--- src/sv/edf_pkg.sv ---
// Package for the deadline-first task scheduler: payload types and event codes.
`timescale 1ns / 1ps
package edf_pkg;

  localparam int unsigned QueueDepthDefault = 16;

  typedef enum logic [2:0] {
    EV_ADMITTED  = 3'd0,
    EV_FULL      = 3'd1,
    EV_DROPPED   = 3'd2,
    EV_RAN       = 3'd3,
    EV_COMPLETED = 3'd4,
    EV_IDLE      = 3'd5,
    EV_HALTED    = 3'd6
  } event_e;

  localparam logic KIND_ADMIT = 1'b0;
  localparam logic KIND_TICK  = 1'b1;

  typedef struct packed {
    logic        kind;
    logic [15:0] task_id;
    logic [31:0] deadline;
    logic [15:0] burst;
  } req_t;

  typedef struct packed {
    logic [2:0]  event_res;
    logic [15:0] event_task_id;
    logic [15:0] remaining;
    logic [31:0] turnaround;
    logic [31:0] wait_res;
    logic [31:0] tick;
    logic        last;
  } res_t;

  // Controller to datapath.
  typedef struct packed {
    logic load_req;   // capture request
    logic scan_clr;   // start a head search
    logic scan_step;  // examine one slot
    logic do_admit;   // store request, emit admitted or full
    logic do_drop;    // emit dropped, free head
    logic do_run;     // run head one unit, emit ran/completed, tick++
    logic do_idle;    // emit idle, tick++
    logic do_halt;    // emit halted for head, set halt
    logic do_halted;  // emit bare halted
  } dp_cmd_t;

  // Datapath to controller.
  typedef struct packed {
    logic kind;
    logic halted;
    logic drop_mode;
    logic scan_done;
    logic head_found;
    logic head_late;
  } dp_sts_t;

endpackage

--- src/sv/edf_datapath.sv ---
// Datapath: task slots, counters, sequential head search and result register.
`timescale 1ns / 1ps
module edf_datapath #(
  parameter int unsigned QueueDepth = edf_pkg::QueueDepthDefault
) (
  input  logic             clk_i,
  input  logic             rst_ni,
  input  edf_pkg::req_t    req_i,
  input  logic             drop_infeasible_i,
  input  edf_pkg::dp_cmd_t cmd_i,
  output edf_pkg::dp_sts_t sts_o,
  output logic             res_valid_o,
  output edf_pkg::res_t    res_o
);
  import edf_pkg::*;

  localparam int unsigned IdxW = $clog2(QueueDepth);

  req_t req_q;
  logic [QueueDepth-1:0] valid_q;
  logic [15:0] id_q    [QueueDepth];
  logic [31:0] dl_q    [QueueDepth];
  logic [15:0] rem_q   [QueueDepth];
  logic [15:0] tot_q   [QueueDepth];
  logic [31:0] arr_q   [QueueDepth];
  logic [31:0] ord_q   [QueueDepth];
  logic [31:0] admit_cnt_q, tick_q;
  logic        halted_q;

  // Head search: one slot per cycle.
  logic [IdxW:0]   scan_q;
  logic            found_q;
  logic [IdxW-1:0] best_q;
  logic [31:0]     best_dl_q, best_ord_q;

  logic            res_valid_q;
  res_t            res_q, res_d;

  logic [IdxW-1:0] si, free_idx;
  logic            better, any_free;
  logic [32:0]     slack;
  logic            late;
  logic [15:0]     new_rem;
  logic [31:0]     turn;

  assign si = scan_q[IdxW-1:0];
  assign better = valid_q[si] && (!found_q || dl_q[si] < best_dl_q ||
                  (dl_q[si] == best_dl_q && ord_q[si] < best_ord_q));

  always_comb begin
    free_idx = '0;
    any_free = 1'b0;
    for (int i = QueueDepth - 1; i >= 0; i--) begin
      if (!valid_q[i]) begin
        free_idx = IdxW'(i);
        any_free = 1'b1;
      end
    end
  end

  // Signed slack compared to remaining burst.
  assign slack   = {1'b0, dl_q[best_q]} - {1'b0, tick_q};
  assign late    = slack[32] || (slack[31:0] < {16'd0, rem_q[best_q]});
  assign new_rem = (rem_q[best_q] != 16'd0) ? rem_q[best_q] - 16'd1 : 16'd0;
  assign turn    = tick_q - arr_q[best_q];

  assign sts_o.kind       = req_q.kind;
  assign sts_o.halted     = halted_q;
  assign sts_o.drop_mode  = drop_infeasible_i;
  assign sts_o.scan_done  = (scan_q == (IdxW+1)'(QueueDepth));
  assign sts_o.head_found = found_q;
  assign sts_o.head_late  = late;

  always_comb begin
    res_d      = '0;
    res_d.tick = tick_q;
    res_d.last = !cmd_i.do_drop;
    unique case (1'b1)
      cmd_i.do_admit: begin
        res_d.event_res     = any_free ? EV_ADMITTED : EV_FULL;
        res_d.event_task_id = req_q.task_id;
        res_d.remaining     = req_q.burst;
      end
      cmd_i.do_drop, cmd_i.do_halt: begin
        res_d.event_res     = cmd_i.do_drop ? EV_DROPPED : EV_HALTED;
        res_d.event_task_id = id_q[best_q];
        res_d.remaining     = rem_q[best_q];
      end
      cmd_i.do_run: begin
        res_d.event_task_id = id_q[best_q];
        if (new_rem == 16'd0) begin
          res_d.event_res  = EV_COMPLETED;
          res_d.turnaround = turn;
          res_d.wait_res   = (turn >= {16'd0, tot_q[best_q]}) ?
                             turn - {16'd0, tot_q[best_q]} : 32'd0;
        end else begin
          res_d.event_res = EV_RAN;
          res_d.remaining = new_rem;
        end
      end
      cmd_i.do_idle:   res_d.event_res = EV_IDLE;
      cmd_i.do_halted: res_d.event_res = EV_HALTED;
      default: ;
    endcase
  end

  always_ff @(posedge clk_i) begin
    if (cmd_i.load_req) begin
      req_q <= req_i;
    end
    if (cmd_i.scan_step && better) begin
      best_q     <= si;
      best_dl_q  <= dl_q[si];
      best_ord_q <= ord_q[si];
    end
    if (cmd_i.do_admit && any_free) begin
      id_q[free_idx]  <= req_q.task_id;
      dl_q[free_idx]  <= req_q.deadline;
      rem_q[free_idx] <= req_q.burst;
      tot_q[free_idx] <= req_q.burst;
      arr_q[free_idx] <= tick_q;
      ord_q[free_idx] <= admit_cnt_q;
    end
    if (cmd_i.do_run) begin
      rem_q[best_q] <= new_rem;
    end
    res_q <= res_d;
  end

  always_ff @(posedge clk_i or negedge rst_ni) begin
    if (!rst_ni) begin
      valid_q     <= '0;
      admit_cnt_q <= '0;
      tick_q      <= '0;
      halted_q    <= 1'b0;
      scan_q      <= '0;
      found_q     <= 1'b0;
      res_valid_q <= 1'b0;
    end else begin
      res_valid_q <= cmd_i.do_admit | cmd_i.do_drop | cmd_i.do_run | cmd_i.do_idle |
                     cmd_i.do_halt | cmd_i.do_halted;
      if (cmd_i.scan_clr) begin
        scan_q  <= '0;
        found_q <= 1'b0;
      end else if (cmd_i.scan_step) begin
        scan_q <= scan_q + 1'b1;
        if (better) found_q <= 1'b1;
      end
      if (cmd_i.do_admit && any_free) begin
        valid_q[free_idx] <= 1'b1;
        admit_cnt_q       <= admit_cnt_q + 32'd1;
      end
      if (cmd_i.do_drop) valid_q[best_q] <= 1'b0;
      if (cmd_i.do_run && new_rem == 16'd0) valid_q[best_q] <= 1'b0;
      if (cmd_i.do_run || cmd_i.do_idle) tick_q <= tick_q + 32'd1;
      if (cmd_i.do_halt) halted_q <= 1'b1;
    end
  end

  assign res_valid_o = res_valid_q;
  assign res_o       = res_q;

`ifndef SYNTHESIS
  // A result is only produced in the cycle after a command that emits it.
  a_res_follows_cmd: assert property (@(posedge clk_i) disable iff (!rst_ni)
    res_valid_q |-> $past(cmd_i.do_admit | cmd_i.do_drop | cmd_i.do_run |
                          cmd_i.do_idle | cmd_i.do_halt | cmd_i.do_halted))
    else $error("result without command");
  // Once halted, the tick counter no longer moves.
  a_halt_freezes_tick: assert property (@(posedge clk_i) disable iff (!rst_ni)
    halted_q |=> $stable(tick_q))
    else $error("tick moved while halted");
  // Run, drop and halt act only on a valid head.
  a_head_valid: assert property (@(posedge clk_i) disable iff (!rst_ni)
    (cmd_i.do_run || cmd_i.do_drop || cmd_i.do_halt) |-> valid_q[best_q])
    else $error("head slot not valid");
`endif
endmodule

--- src/sv/edf_ctrl.sv ---
// Controller state machine for the deadline-first task scheduler.
`timescale 1ns / 1ps
module edf_ctrl (
  input  logic             clk_i,
  input  logic             rst_ni,
  input  logic             start_i,
  input  edf_pkg::dp_sts_t sts_i,
  output logic             busy_o,
  output edf_pkg::dp_cmd_t cmd_o
);
  import edf_pkg::*;

  typedef enum logic [2:0] {
    S_IDLE, S_DISPATCH, S_SCAN, S_DECIDE, S_DRAIN
  } state_e;

  state_e state_q;

  always_comb begin
    cmd_o = '0;
    cmd_o.load_req = (state_q == S_IDLE) && start_i;
    unique case (state_q)
      S_IDLE: ;
      S_DISPATCH: begin
        if (sts_i.halted)               cmd_o.do_halted = 1'b1;
        else if (sts_i.kind == KIND_ADMIT) cmd_o.do_admit = 1'b1;
        else                            cmd_o.scan_clr  = 1'b1;
      end
      S_SCAN:   cmd_o.scan_step = !sts_i.scan_done;
      S_DECIDE: begin
        priority if (!sts_i.head_found) cmd_o.do_idle = 1'b1;
        else if (!sts_i.head_late)      cmd_o.do_run  = 1'b1;
        else if (!sts_i.drop_mode)      cmd_o.do_halt = 1'b1;
        else begin
          // Free the head and search again from slot zero.
          cmd_o.do_drop  = 1'b1;
          cmd_o.scan_clr = 1'b1;
        end
      end
      S_DRAIN: ;
      default: ;
    endcase
  end

  always_ff @(posedge clk_i or negedge rst_ni) begin
    if (!rst_ni) begin
      state_q <= S_IDLE;
    end else begin
      unique case (state_q)
        S_IDLE:     if (start_i) state_q <= S_DISPATCH;
        S_DISPATCH: state_q <= (cmd_o.scan_clr) ? S_SCAN : S_DRAIN;
        S_SCAN:     if (sts_i.scan_done) state_q <= S_DECIDE;
        S_DECIDE:   state_q <= cmd_o.do_drop ? S_SCAN : S_DRAIN;
        S_DRAIN:    state_q <= S_IDLE;
        default:    state_q <= S_IDLE;
      endcase
    end
  end

  assign busy_o = (state_q != S_IDLE);

`ifndef SYNTHESIS
  // Drop goes straight back to a fresh search.
  a_drop_rescans: assert property (@(posedge clk_i) disable iff (!rst_ni)
    cmd_o.do_drop |=> state_q == S_SCAN)
    else $error("drop not followed by scan");
  // At most one emitting command per cycle.
  a_one_emit: assert property (@(posedge clk_i) disable iff (!rst_ni)
    $onehot0({cmd_o.do_admit, cmd_o.do_drop, cmd_o.do_run, cmd_o.do_idle,
              cmd_o.do_halt, cmd_o.do_halted}))
    else $error("multiple emits");
  // A request is only loaded while not busy.
  a_load_idle: assert property (@(posedge clk_i) disable iff (!rst_ni)
    cmd_o.load_req |-> !busy_o)
    else $error("load while busy");
`endif
endmodule

--- src/sv/deadline_first_task_scheduler_unit.sv ---
// Top level of the deadline-first task scheduler.
//
//  channel  | handshake              | payload
//  request  | start_i / busy_o       | req_i (edf_pkg::req_t)
//  result   | res_valid_o (strobe)   | res_o (edf_pkg::res_t)
//  config   | cfg_valid_i/cfg_ready_o| cfg_data_i (drop_infeasible)
//
// Admit or halted request: passes through dispatch, drain and idle.
// Tick: dispatch, then a head search over all QUEUE_DEPTH slots, one slot per
// cycle, then decide, drain and idle; each dropped head adds another search and decide.
// Reset clears all slot valid bits and counters at once; no clearing pass.
// Results are single-cycle strobes; the receiver cannot stall them.
`timescale 1ns / 1ps
module deadline_first_task_scheduler_unit #(
  parameter int unsigned QUEUE_DEPTH = edf_pkg::QueueDepthDefault
) (
  input  logic          clk_i,
  input  logic          rst_ni,
  input  logic          start,
  output logic          busy,
  input  edf_pkg::req_t req_i,
  output logic          res_valid_o,
  output edf_pkg::res_t res_o,
  input  logic          cfg_valid_i,
  output logic          cfg_ready_o,
  input  logic          cfg_data_i
);
  import edf_pkg::*;

  logic     drop_q;
  dp_cmd_t  cmd;
  dp_sts_t  sts;

  always_ff @(posedge clk_i or negedge rst_ni) begin
    if (!rst_ni) begin
      drop_q <= 1'b1;
    end else if (cfg_valid_i && cfg_ready_o) begin
      drop_q <= cfg_data_i;
    end
  end
  assign cfg_ready_o = 1'b1;

  edf_ctrl u_ctrl (
    .clk_i  (clk_i),
    .rst_ni (rst_ni),
    .start_i(start),
    .sts_i  (sts),
    .busy_o (busy),
    .cmd_o  (cmd)
  );

  edf_datapath #(.QueueDepth(QUEUE_DEPTH)) u_dp (
    .clk_i            (clk_i),
    .rst_ni           (rst_ni),
    .req_i            (req_i),
    .drop_infeasible_i(drop_q),
    .cmd_i            (cmd),
    .sts_o            (sts),
    .res_valid_o      (res_valid_o),
    .res_o            (res_o)
  );
endmodule

--- config.mk ---
export PLATFORM = sky130hd
export DESIGN_NAME = deadline_first_task_scheduler_unit
export DESIGN_NICKNAME = d
export VERILOG_FILES = /design/src/sv/edf_pkg.sv /design/src/sv/edf_datapath.sv /design/src/sv/edf_ctrl.sv /design/src/sv/deadline_first_task_scheduler_unit.sv
export SDC_FILE = /design/constraint.sdc
export NUM_CORES = 2
export LEC_CHECK = 0
export BUFFER_PORTS_ARGS = -buffer_cell sky130_fd_sc_hd__buf_2
export CAP_MARGIN = 20
export CORE_AREA = 8 8 504 506
export CTS_CLUSTER_DIAMETER = 40
export DETAILED_ROUTE_END_ITERATION = 10
export DIE_AREA = 0 0 512 514
export GPL_TIMING_DRIVEN = 1
export PLACE_DENSITY_LB_ADDON = 0.12
export SYNTH_ARGS = -nofsm -noshare
export SYNTH_HDL_FRONTEND = slang
export SYNTH_SLANG_ARGS = --single-unit
--- constraint.sdc ---
create_clock -name clk_i -period 14.6 [get_ports clk_i]
set_input_delay 1.46 -clock clk_i [delete_from_list [all_inputs] [get_ports clk_i]]
set_output_delay 1.46 -clock clk_i [all_outputs]
set_load 0.02 [all_outputs]
# [After elaboration in Yosys (flattened, before gate mapping)]
# Memories as Yosys holds them, arrays and structs flattened. A register that Yosys moved wholly into a read port is not among the register bits.
# Cells that the tools add are included.
# Widths: inputs -> output; s select.
[totals] memories=6 wordCells=177 inputBits=70 ff_bits=357 mem_bits_rw=2304
[memory_table] name="u_dp.arr_q" depth=16 width=32 read_ports=1 rd_ports_with_merged_regs=1 write_ports=1 line_no="edf_datapath.sv:25" text="logic [31:0] arr_q [QueueDepth];"
[memory_table] name="u_dp.dl_q" depth=16 width=32 read_ports=2 rd_ports_with_merged_regs=1 write_ports=1 line_no="edf_datapath.sv:22" text="logic [31:0] dl_q [QueueDepth];"
[memory_table] name="u_dp.ord_q" depth=16 width=32 read_ports=1 rd_ports_with_merged_regs=0 write_ports=1 line_no="edf_datapath.sv:26" text="logic [31:0] ord_q [QueueDepth];"
[memory_table] name="u_dp.id_q" depth=16 width=16 read_ports=1 rd_ports_with_merged_regs=1 write_ports=1 line_no="edf_datapath.sv:21" text="logic [15:0] id_q [QueueDepth];"
[memory_table] name="u_dp.rem_q" depth=16 width=16 read_ports=1 rd_ports_with_merged_regs=1 write_ports=1 line_no="edf_datapath.sv:23" text="logic [15:0] rem_q [QueueDepth];"
[memory_table] name="u_dp.tot_q" depth=16 width=16 read_ports=1 rd_ports_with_merged_regs=1 write_ports=1 line_no="edf_datapath.sv:24" text="logic [15:0] tot_q [QueueDepth];"
[op_classes] reduce_logical=27 magnitude_cmp=9 add_sub_neg=7 bitwise_logic=9 muxes=89 eq_ne=7
[ops] operator="$mux 16" n=6
[ops] operator="$pmux 32 s3" n=1
[ops] operator="$mux 4" n=23
[ops] operator="$add 32x1->32 const B" n=2
[ops] operator="$lt 32x32->1" n=2
[ops] operator="$mux 1" n=44
[ops] operator="$sub 32x32->33" n=1
[ops] operator="$and 16x16->16" n=2
[ops] operator="$eq 32x32->1" n=1
[ops] operator="$ge 32x16->1" n=1
[ops] operator="$lt 32x16->1" n=1
[ops] operator="$sub 32x16->32" n=1
[ops] operator="$sub 32x32->32" n=1
[ops] operator="$mux 3" n=6
[ops] operator="$logic_not 16->1" n=1
[ops] operator="$not 16->16" n=1
[ops] operator="$or 16x16->16" n=1
[ops] operator="$reduce_bool 16->1" n=1
[ops] operator="$reduce_or 16->1" n=1
[ops] operator="$sub 16x1->16 const B" n=1
[ops] operator="$lt 4x5->1 const B" n=3
[ops] operator="$pmux 3 s5" n=1
[ops] operator="$pmux 3 s4" n=1
[ops] operator="$mux 5" n=2
[ops] operator="other kinds (21)" n=43

# [Longest topological paths before layout]
[logic_depth] ltp_word=26 depth_mapped=32

# [Cells and area by module]
# From an unflattened synthesis, not the netlist that was laid out.
[unflattened] hier_cells=6061 hier_area_um2=112362.8
[by_module_without_submodules] mod="edf_datapath" seq_area_each_um2=78104.9 cells_each=6031 area_per_inst_um2=112071.2 n_inst=1
[by_module_without_submodules] mod="edf_ctrl" seq_area_each_um2=75.1 cells_each=26 area_per_inst_um2=239.0 n_inst=1
[by_module_without_submodules] mod="deadline_first_task_scheduler_unit" seq_area_each_um2=26.3 cells_each=4 area_per_inst_um2=52.6 n_inst=1

# [Least setup slack after synthesis]
# No wires, ideal clock.
[synth_timing] kind="register -> register" startpoint="reg u_ctrl.state_q[2]" endpoint="mem u_dp.arr_q[1][0] (enable)" path_slack_ns=4.152 required_time_ns=13.825 n_path_buf=1 t_arrival_ns=9.673 path_stages_with_launch=5 cell_sequence="dfrtp_1 -> nor2b_1 -> clkbuf_1 -> nand3b_1 -> nor3_1"
[synth_via] elab_chain_len=5
[synth_lines] item="start, declared" line_no="edf_ctrl.sv:17" text="state_e state_q;"
[synth_lines] item="start signal, assigned" line_no="edf_ctrl.sv:51" text="S_DISPATCH: state_q <= (cmd_o.scan_clr) ? S_SCAN : S_DRAIN;"
[synth_lines] item="start signal, assigned" line_no="edf_ctrl.sv:53" text="S_DECIDE: state_q <= cmd_o.do_drop ? S_SCAN : S_DRAIN;"
[synth_lines] item="$eq 3x1->1" line_no="edf_ctrl.sv:22" text="unique case (state_q)"
[synth_lines] item="$mux 1" line_no="edf_ctrl.sv:22"
[synth_lines] item="$logic_and 1x1->1" line_no="edf_datapath.sv:116" text="if (cmd_i.do_admit && any_free) begin"
[synth_lines] item="$mux 1" line_no="edf_datapath.sv:116"
[synth_lines] item="$mux 1 (not written as such)" line_no="edf_datapath.sv:121" text="arr_q[free_idx] <= tick_q;"
[synth_lines] item="end, declared" line_no="edf_datapath.sv:25"
# Every way passes these cells.

==> impl_results.rst <==
.. list-table::
   :header-rows: 1

   * - Metric
     - Value
   * - Clock transition at the registers of the reported paths
     - 60 ps
   * - Net switching power figure
     - 7.88 mW
   * - Final core occ
     - 0.523
   * - Post-layout nets
     - 6163
   * - Post-Route Skew
     - 78.4 ps
   * - Layout fillers
     - 19200
   * - Final setup violating endpoints
     - 0
   * - Crit path capture type
     - flip-flop
   * - Req. time, crit path
     - 15090 ps
   * - Type of the worst setup path
     - flip-flop to flip-flop
   * - Portion of the post-synthesis area used by sequential elements
     - 0.712
   * - Number of vias per cell after detailed routing
     - 5.98
   * - Synth Flop Type
     - sky130_fd_sc_hd__edfxtp_1
   * - Final weighted congestion in routability-driven placement
     - 0.899
   * - Largest net degree at the start of global routing
     - 150
   * - Internal cell power
     - 17.7 mW
   * - Synthesized instance count
     - 5430
   * - Post-synthesis cell type with the largest combined area
     - sky130_fd_sc_hd__edfxtp_1
   * - All-Layer GR Usage
     - 0.224
   * - GRT overflow
     - 0
   * - Post-route minimum period
     - 9850 ps
   * - Highest Clock Rate
     - 102 MHz
   * - Clock root buffer master
     - sky130_fd_sc_hd__clkbuf_16
   * - Fraction of power spent switching nets
     - 0.308
   * - Initial Util
     - 0.445
   * - Share of the clock period used by the worst path
     - 0.675
   * - Syn_nets
     - 5665
   * - DRC violation count after routing
     - 0
   * - DRT Wirelength
     - 299000 µm
   * - Top-level port count
     - 205
   * - Reported leakage power
     - 42.0 nW
   * - DPL Wire Length
     - 165000 µm
   * - Cell Rows
     - 183
   * - First drt pass iteration count
     - 8
   * - Maximum number of buffers from clock root to sink
     - 4
   * - CTS buffer count
     - 407
   * - Skew-Pair Late Insertion Delay
     - 970 ps
   * - Maximum resistive drop on vdd
     - 0.140 mV
   * - Vias after detailed routing
     - 56800
   * - Initial antenna violation count
     - 9
   * - Level count of the clock H-tree
     - 5
   * - Die boundary width
     - 512 µm
   * - Post-DR wirelength/cell
     - 31.5 µm
   * - Crit-path max FO
     - 149
   * - Worst hold margin
     - 456 ps
   * - Class of the tightest hold or removal check
     - input port to async pin
   * - Total number of yosys warnings
     - 0
   * - CP startpoint kind
     - flip-flop
   * - Portion of total power attributed to the clock network
     - 0.375
   * - Core area
     - 247000 µm²
   * - Reg2reg setup slack
     - 4750 ps
   * - Die boundary height
     - 514 µm
   * - Mapped Area
     - 110000 µm²
   * - Number of global-route vias before repair
     - 58800
   * - Power density over the cells
     - 199 nW/µm²
   * - Worst Tran Pin Value
     - 1140 ps
   * - Reg2Reg Capture Point
     - u_dp.rem_q[13][15]
   * - Number of distinct library cell variants in the gate-level netlist after synthesis
     - 95
   * - Area share of the leading cell type in the synthesized netlist
     - 0.666
   * - Starting DRT DRC Count
     - 5829
   * - Unrepaired setup endpoints after global routing
     - false
   * - Mean post-synth cell area
     - 20.2 µm²
   * - Final ANT Viol Nets
     - 0
   * - Leading cell types by total area after synthesis
     - sky130_fd_sc_hd__edfxtp_1 (67%), sky130_fd_sc_hd__mux4_2 (18%), sky130_fd_sc_hd__dfxtp_1 (2.5%), sky130_fd_sc_hd__dfrtp_1 (2.1%), sky130_fd_sc_hd__ha_1 (1.8%)
   * - Proportion of layout cells with a drive suffix above 1
     - 0.318
   * - Run status
     - finished clean
   * - Buffers on Ports
     - 203
   * - Hold Vio Cnt, Final
     - 0
   * - Full die area
     - 263000 µm²
   * - Number of cells upsized or downsized after cts
     - 0
   * - Worst max-slew margin expressed relative to the limit
     - 0.237
   * - Global-route wire length before repair
     - 429000 µm
   * - Number of synthesized register bits
     - 2665
   * - Number of hold-repair buffers added at the cts stage
     - 0
   * - Data arrival time of the worst path
     - 10340 ps
   * - Max Cap Viol
     - 0
   * - Reg2reg path depth
     - 20
   * - Area growth syn-to-layout
     - 17.4%
   * - Fraction of power consumed by combinational cells
     - 0.261
   * - Count of flip-flops with a built-in enable after synthesis
     - 2437
   * - Total negative slack
     - 0 ps
   * - Post-CTS setup repair buffer count
     - 0
   * - Part of the total power dissipated in sequential elements
     - 0.365
   * - Share of flip-flops with an asynchronous set or reset
     - 0.0345
   * - Clock sink count
     - 2665
   * - CTS tree
     - yes
   * - Final max-slew violation count
     - 0
-- critical path, cell delays in order, from the launching register on --
cell and delay (ps):
sky130_fd_sc_hd__dfxtp_4 940, sky130_fd_sc_hd__buf_12 770, sky130_fd_sc_hd__mux4_2 430, sky130_fd_sc_hd__mux4_2 530, sky130_fd_sc_hd__ha_1 480, sky130_fd_sc_hd__nand4_1 130
sky130_fd_sc_hd__a211oi_1 680, sky130_fd_sc_hd__nor2_1 170, sky130_fd_sc_hd__or3_1 380, sky130_fd_sc_hd__o211ai_1 120, sky130_fd_sc_hd__xor2_1 190, sky130_fd_sc_hd__ha_1 280
sky130_fd_sc_hd__a2111oi_0 390, sky130_fd_sc_hd__o211ai_1 150, sky130_fd_sc_hd__nor4_1 280, sky130_fd_sc_hd__nand4_1 130, sky130_fd_sc_hd__a2111oi_0 600, sky130_fd_sc_hd__nand4_1 660
sky130_fd_sc_hd__nand2_1 750, sky130_fd_sc_hd__nor2_1 360, sky130_fd_sc_hd__a41o_1 690
-- power groups by stage --
stage | combinational [mW] | clock [mW] | sequential [mW]
after floorplan | 4.73 | 0 | 9.31
after global placement | 6.70 | 0 | 9.48
after detailed placement | 6.71 | 0 | 9.50
after CTS | 6.73 | 9.76 | 9.34
after global routing | 7.19 | 10.1 | 9.38
final | 6.67 | 9.60 | 9.34
-- final cells by class --
type | instances | area (µm²) | area share
sequential | 2665 | 78200 | 0.607
timing repair buffer | 338 | 2220 | 0.0172
clock inverter | 272 | 2970 | 0.0230
multi-input combinational | 2315 | 30100 | 0.233
antenna | 2 | 5.00 | 0.0000388
inverter | 201 | 762 | 0.00591
clock buffer | 465 | 10700 | 0.0827
tap | 3237 | 4050 | 0.0314
-- cells in the final DEF (no fill, tap or decap), drive strengths merged, types with 8 or more instances in the layout --
master    instances
xnor2           103
a22oi            13
mux2i            17
nor2b            37
nand4            58
o211ai           17
a22o             21
mux4            872
nand2b           21
or3              18
o21ai            83
nor3             38
a221o            10
inv             264
dfrtp            91
clkinvlp         48
edfxtp         2437
and3             22
a21oi           116
a31oi            20
a21o             53
and2             15
nand3            46
ha              162
mux2             15
clkbuf          465
dfxtp           136
xor2             32
a211oi           17
nor2            178
nand2           149
o22ai             8
o21a             17
clkinv          120
buf             338
o21bai           12
bufinv           41
nor4             25
-- state kept, by name, summed over array words and instances (netlist names), 3 cells and up, named ones only --
signal	count
u_dp.ord_q	512
u_dp.valid_q	16
u_dp.tot_q	256
u_dp.scan_q	5
u_dp.best_dl_q	32
u_dp.tick_q	32
u_dp.dl_q	512
u_dp.best_q	4
u_ctrl.state_q	3
u_dp.arr_q	512
u_dp.res_o	132
u_dp.admit_cnt_q	32
u_dp.best_ord_q	32
u_dp.req_q	64
u_dp.rem_q	256
u_dp.id_q	256
-- metal layers --
layer | vias to the layer above | GRT usage | part of all wire
li1 | 23700 | - | -
met5 | - | 0 | 0.000043
met2 | 1963 | 0.365 | 0.48
met3 | 476 | 0.0404 | 0.062
met1 | 30600 | 0.313 | 0.43
met4 | 2 | 0.0623 | 0.028
-- cell usage after synthesis, types with 53 or more instances --
cell type                  count
sky130_fd_sc_hd__a21oi_1     115
sky130_fd_sc_hd__dfxtp_1     136
sky130_fd_sc_hd__o21ai_0      76
sky130_fd_sc_hd__nand4_1      57
sky130_fd_sc_hd__buf_1        64
sky130_fd_sc_hd__ha_1        162
sky130_fd_sc_hd__dfrtp_1      91
sky130_fd_sc_hd__nand2_1     147
sky130_fd_sc_hd__inv_1       198
sky130_fd_sc_hd__clkbuf_1    167
sky130_fd_sc_hd__mux4_2      872
sky130_fd_sc_hd__xnor2_1     103
sky130_fd_sc_hd__edfxtp_1   2437
sky130_fd_sc_hd__a21o_1       53
sky130_fd_sc_hd__nor2_1      148
-- per-stage QoR --
step	area, µm²	total power, mW	worst slack, ps	cells
2_1_floorplan	110000	14.0	4150	5430
3_3_place_gp	115000	16.2	5000	8754
3_5_place_dp	115000	16.2	4890	8756
4_1_cts	129000	25.8	4850	9493
5_1_grt	129000	26.6	4120	9494
6_report	129000	25.6	4750	9495
-- cell families after synthesis --
kind of cell / Yosys count / synth area share
AOI/OAI and AO/OA: 478 / 0.0299
xor gates and xnor gates: 135 / 0.0108
adders and majority gates: 165 / 0.0190
buffers and inverters: 450 / 0.0162
DFF: 2665 / 0.712
muxes: 904 / 0.182
other: 1 / 0.0000341
and+or+nand+nor: 632 / 0.0303
-- worst max path at each step --
stage | end | cells past startpoint | from
after global routing | u_dp.rem_q[13][15] | 22 | flip-flop
after detailed placement | u_dp.rem_q[7][7] | 21 | flip-flop
after floorplan | u_dp.arr_q[1][0] | 4 | u_ctrl.state_q[2]
final | u_dp.rem_q[13][15] | 20 | flip-flop
after CTS | u_dp.rem_q[13][15] | 21 | flip-flop
after global placement | u_dp.rem_q[7][7] | 22 | flip-flop
(Power assumes the default switching activity.)
